[config.mk]
export PLATFORM = sky130hd
export DESIGN_NAME = ffha_cell
export DESIGN_NICKNAME = d
export VERILOG_FILES = /design/src/hdl/ffha_pkg.sv /design/src/hdl/ffha_cell.sv
export SDC_FILE = /design/constraint.sdc
export NUM_CORES = 1
export LEC_CHECK = 0
export BUFFER_PORTS_ARGS = -buffer_cell sky130_fd_sc_hd__buf_2
export CAP_MARGIN = 20
export CORE_AREA = 2 2 144 146
export DETAILED_ROUTE_END_ITERATION = 8
export DIE_AREA = 0 0 146 148
export GPL_TIMING_DRIVEN = 0
export PLACE_DENSITY = 0.67
export SYNTH_ARGS = -nofsm -noshare
export SYNTH_HDL_FRONTEND = slang
export SYNTH_SLANG_ARGS = --single-unit
[constraint.sdc]
create_clock -name clk -period 3.8 [get_ports clk]
set_input_delay 0.19 -clock clk [delete_from_list [all_inputs] [get_ports clk]]
set_output_delay 0.19 -clock clk [all_outputs]
set_load 0.005 [all_outputs]
[src/hdl/ffha_pkg.sv]
// ffha_pkg: shared types and constants of the first-fit heap allocator.
// No dependencies.
`timescale 1ns / 1ps

package ffha_pkg;

	localparam int FIELD_W = 32;
	localparam int IN_W = 104;
	localparam int OUT_W = 96;

	localparam logic [31:0] HEAP_BASE_RST = 32'd4096;
	localparam logic [31:0] HEAP_LIMIT_RST = 32'hFFFF_FFFF;

	typedef enum logic [1:0] {
		OP_ALLOC   = 2'd0,
		OP_RELEASE = 2'd1,
		OP_RESIZE  = 2'd2,
		OP_ZALLOC  = 2'd3
	} op_t;

	typedef enum logic {
		CFG_HEAP_BASE  = 1'b0,
		CFG_HEAP_LIMIT = 1'b1
	} cfg_idx_t;

	typedef enum logic [2:0] {
		S_IDLE,
		S_MUL,
		S_LAUNCH,
		S_WALK,
		S_ALLOC,
		S_REL,
		S_DONE
	} state_t;

endpackage

[src/hdl/ffha_cell.sv]
// ffha_cell: one table entry (start, size, free mark) plus one stage of the search token.
// Depends on ffha_pkg.
`timescale 1ns / 1ps

module ffha_cell import ffha_pkg::*; #(
	parameter int MAX_BLOCKS = 64,
	parameter int HEADER_BYTES = 16,
	parameter int ADDR_BITS = 32,
	parameter int CELL_IDX = 0
) (
	input  logic                             clk,
	input  logic                             arst_n,
	input  logic [$clog2(MAX_BLOCKS+1)-1:0]  cnt,
	input  logic [FIELD_W-1:0]               addr_key,
	input  logic [FIELD_W-1:0]               sz_key,
	input  logic                             e_we,
	input  logic [$clog2(MAX_BLOCKS)-1:0]    e_idx,
	input  logic [ADDR_BITS-1:0]             e_start,
	input  logic [FIELD_W-1:0]               e_bytes,
	input  logic                             f_we,
	input  logic [$clog2(MAX_BLOCKS)-1:0]    f_idx,
	input  logic                             f_val,
	input  logic                             tv_i,
	input  logic                             th_i,
	input  logic [$clog2(MAX_BLOCKS)-1:0]    ti_i,
	input  logic [ADDR_BITS-1:0]             ts_i,
	input  logic [FIELD_W-1:0]               tb_i,
	input  logic                             tfh_i,
	input  logic [$clog2(MAX_BLOCKS)-1:0]    tfi_i,
	input  logic [ADDR_BITS-1:0]             tfs_i,
	output logic                             tv_o,
	output logic                             th_o,
	output logic [$clog2(MAX_BLOCKS)-1:0]    ti_o,
	output logic [ADDR_BITS-1:0]             ts_o,
	output logic [FIELD_W-1:0]               tb_o,
	output logic                             tfh_o,
	output logic [$clog2(MAX_BLOCKS)-1:0]    tfi_o,
	output logic [ADDR_BITS-1:0]             tfs_o
);

	localparam int IW = $clog2(MAX_BLOCKS);
	localparam int CW = $clog2(MAX_BLOCKS + 1);
	localparam int WW = ((ADDR_BITS > FIELD_W) ? ADDR_BITS : FIELD_W) + 2;

	logic [ADDR_BITS-1:0] start_q;
	logic [FIELD_W-1:0]   bytes_q;
	logic                 free_q;
	logic                 used;
	logic                 mhit;
	logic                 mfit;

	assign used = CW'(CELL_IDX) < cnt;
	assign mhit = used && ((WW'(start_q) + WW'(HEADER_BYTES)) == WW'(addr_key));
	assign mfit = used && free_q && (bytes_q >= sz_key);

	always_ff @(posedge clk) begin
		if (e_we && (e_idx == IW'(CELL_IDX))) begin
			start_q <= e_start;
			bytes_q <= e_bytes;
			free_q  <= 1'b0;
		end else if (f_we && (f_idx == IW'(CELL_IDX))) begin
			free_q <= f_val;
		end
	end

	always_ff @(posedge clk or negedge arst_n) begin
		if (!arst_n) begin
			tv_o <= 1'b0;
		end else begin
			tv_o <= tv_i;
		end
	end

	// first hit wins: later cells only pass the token on
	always_ff @(posedge clk) begin
		th_o  <= th_i | mhit;
		tfh_o <= tfh_i | mfit;
		if (!th_i && mhit) begin
			ti_o <= IW'(CELL_IDX);
			ts_o <= start_q;
			tb_o <= bytes_q;
		end else begin
			ti_o <= ti_i;
			ts_o <= ts_i;
			tb_o <= tb_i;
		end
		if (!tfh_i && mfit) begin
			tfi_o <= IW'(CELL_IDX);
			tfs_o <= start_q;
		end else begin
			tfi_o <= tfi_i;
			tfs_o <= tfs_i;
		end
	end

endmodule
==> flow_summary.yaml <==
final_layout:
  final_util: 0.602
  nets: 1445
  final_common_cell: "buf_2"
  final_cell_mix: "buf_2, dlygate4sd3_1, dfxtp_1, mux2_1, edfxtp_1"
  layout-drive-gt1-share: 0.403
  areaGrowthSynthToFinish_pct: 61.7
  final_area_sq_mm: 0.0121
sta:
  rsz0062_at_grt: "no"
  fin_skew_ps: 10.9
  worst_pin_slew_ps: 969
  tns_ps: 0
  slew_headroom: 0.349
  period_minus_slack_ps: 3480
  setup_viol_count_final: 0
  max_freq_mhz: 287
  hold_viol: 0
  setup_ws_ps: 321
  slew_violations: 0
  final.period_utilization: 0.916
power:
  vdd_ir_drop_max_mv: 0.267
  seqPwrFrac: 0.471
  internal-power_mw: 3.34
  combPwrFrac: 0.122
  power.density_mw_per_mm2: 359
  p_sw_uw: 995
  power.leakage_nw: 5.47
  clkPwrFrac: 0.408
  swShare: 0.230
worst_setup_path:
  startpoint_type: "flop"
  crit_family: "simple AND/OR/NAND/NOR gates"
  cp_num_buf_inv: 2
  end_kind: "flop"
  ff2ff_setup_slack_ps: 320
  r2r_start: "start_q[4]"
  critPathArrivalTime_ps: 3780
  rr_endpoint: "tb_o[3]"
  worst_r2r_path_depth: 11
  max_stage_delay_ps: 500
  required_ps: 4100
  crit_fanout: 10
  critPathKind: "reg -> reg"
  critical_path.cell_chain: "ha_1, nand3_1, nor4_4, nand2_2, xnor2_1, o221ai_1, nor4b_1, and3_1, buf_6, buf_8, mux2_1"
  critPathSlowestCell: "edfxtp_1"
cts:
  htreeDepth: 4
  cts_buffers: 17
  clkSinkCount: 176
  root_buffer: "clkbuf_16"
  postCtsSetupBuffers: 0
  path_clk_slew_ps: 70
  cts_tree: "done"
  cts_buffer_depth: 2
  insertion_delay_ps: 430
die:
  core_area_sq_mm: 0.0200
  die_y_um: 148
  dieWidth_um: 146
  ios: 374
  start_util: 0.373
  die_area_sq_mm: 0.0216
  num_rows: 52
synth:
  yosysWarnings: 0
  ys_async_sr_fraction: 0.00568
  synth.net_count: 875
  yosysUniqueCellTypes: 58
  synth_edf_count: 64
  synth_ff_type: "dfxtp_1"
  syn_area_per_cell_sq_um: 12.9
  synthesis.area_sq_mm: 0.00747
  seq_area_frac_synth: 0.558
  synthCells: 579
  ys_seq_elements: 176
global_routing:
  antenna_found_initial: 2
  grt_overflow_total: 0
  grt_pass1_wl_um: 37000
  grt_max_degree: 17
  track_usage: 0.221
  grt_pass1_vias: 7080
worst_hold_path:
  worstHoldPathType: "in -> reg"
  min_to: "ti_o[5]"
  min_from: "ti_i[5]"
  holdPathStages: 2
placement:
  gp_congestion: 0.864
  port_buffers: 373
  place_ws_ps: 221
  place_area_sq_mm: 0.00973
  dp_hpwl_um: 17200
flow_run:
  cap_violations: 0
route:
  wirelength_um: 24500
  wl_per_cell_um: 17.1
  drt_pass1_iterations: 4
  ant_nets: 0
  first_iter_violations: 308
  drc_errors: 0
  vias_per_cell: 4.70
  dr_total_vias: 6735
run_status:
  status: "finished clean"
cell usage after synthesis, types with 6 or more instances:
| master | count | share of area |
|---|---|---|
| dfxtp_1 | 111 | 0.30 |
| mux2_1 | 66 | 0.10 |
| edfxtp_1 | 64 | 0.26 |
| inv_1 | 35 | 0.018 |
| ha_1 | 33 | 0.055 |
| mux2_2 | 33 | 0.050 |
| a21oi_1 | 18 | 0.012 |
| nand2_1 | 18 | 0.0090 |
| xnor2_1 | 17 | 0.020 |
| nor2_1 | 16 | 0.0080 |
| xor2_1 | 15 | 0.018 |
| nand3_1 | 11 | 0.0074 |
| a21o_1 | 10 | 0.010 |
| mux2i_1 | 9 | 0.012 |
| nand4_1 | 9 | 0.0075 |
| nor3_1 | 9 | 0.0060 |
| nor4_1 | 9 | 0.0075 |
| and2_1 | 8 | 0.0067 |
| nor2b_1 | 7 | 0.0059 |
| o21ai_0 | 7 | 0.0047 |
| buf_2 | 6 | 0.0040 |
| buf_8 | 6 | 0.012 |
area by class of cell:
cell class                      instances  area, sq um
Timing Repair Buffer                  551         3650
Antenna cell                            2         5.00
Inverter                               35          131
Fill cell                            1646         7970
Clock buffer                           21          472
Buffer                                 18          159
Tap cell                              270          338
Sequential cell                       176         4170
Multi-Input combinational cell        350         3030
Clock inverter                         11          120
per-stage QoR:
stage          hold slack (ps)  power, mW  cells
5_1_grt                  0.829       4.50   1434
4_1_cts                   5.64       4.36   1432
3_3_place_gp             -34.7       2.44   1222
6_report                  19.5       4.33   1434
3_5_place_dp             -31.9       2.45   1226
2_1_floorplan             -106       2.22    579
cell families (layout without fill, tap and decap cells):
logic type,Yosys count,count (layout),synth area share
flops,176,176,0.558
simple gates,117,117,0.0948
mux,108,108,0.161
compound gates,60,60,0.0541
buf+inv,53,636,0.0387
fa+ha+maj,33,33,0.0553
xor+xnor,32,32,0.0375
other cells,0,2,0
worst max path at each step:
| stage | depth (start not counted) | startpoint | endpoint | slack, ps |
|---|---|---|---|---|
| floorplan | 2 | e_idx[2] | bytes_q[0] | 410 |
| global placement | 3 | e_idx[2] | bytes_q[8] | -900 |
| detailed placement | 11 | bytes_q[17] | tfs_o[26] | 220 |
| CTS | 11 | bytes_q[17] | tfs_o[17] | 190 |
| global route | 11 | start_q[4] | tb_o[3] | 50 |
| finish | 11 | start_q[4] | tb_o[3] | 320 |
power by group through the flow:
| stage | registers (mW) | logic [mW] | clock network (mW) |
|---|---|---|---|
| final | 2.04 | 0.527 | 1.76 |
| after global routing | 2.04 | 0.572 | 1.88 |
| after CTS | 2.04 | 0.519 | 1.80 |
| after detailed placement | 2.08 | 0.374 | 0 |
| after global placement | 2.08 | 0.365 | 0 |
| after floorplan | 2.09 | 0.131 | 0 |
registers in the layout, summed over array words and instances (netlist names), 6 cells and up:
signal   count
ts_o        32
tfs_o       32
tb_o        32
ti_o         6
tfi_o        6
start_q     32
bytes_q     32
worst register-to-register path: cells and delay by family, from the launching register on:
| family | cells | cell delay [ps] |
|---|---|---|
| muxes | 1 | 360 |
| AOI/OAI and AO/OA | 1 | 170 |
| xor gates and xnor gates | 1 | 230 |
| DFF | 1 | 500 |
| buffers and inverters | 2 | 370 |
| and+or+nand+nor | 5 | 1390 |
| adders and majority gates | 1 | 350 |
routing by layer:
metal / vias up / track usage / wire length, um
met5: - / 0 / 0
met4: 0 / 0.0820 / 648
met3: 45 / 0.0528 / 1270
met2: 240 / 0.397 / 12500
met1: 3192 / 0.257 / 10100
li1: 3258 / - / -
repair_timing:
| action | CTS | global route |
|---|---|---|
| endpoints found under the hold margin | 174 | 0 |
| hold buffers | 174 | 0 |
| endpoints found under the setup margin | 0 | 10 |
| resized for setup | 0 | 1 |
No activity file was read; power rests on OpenSTA's default activity.
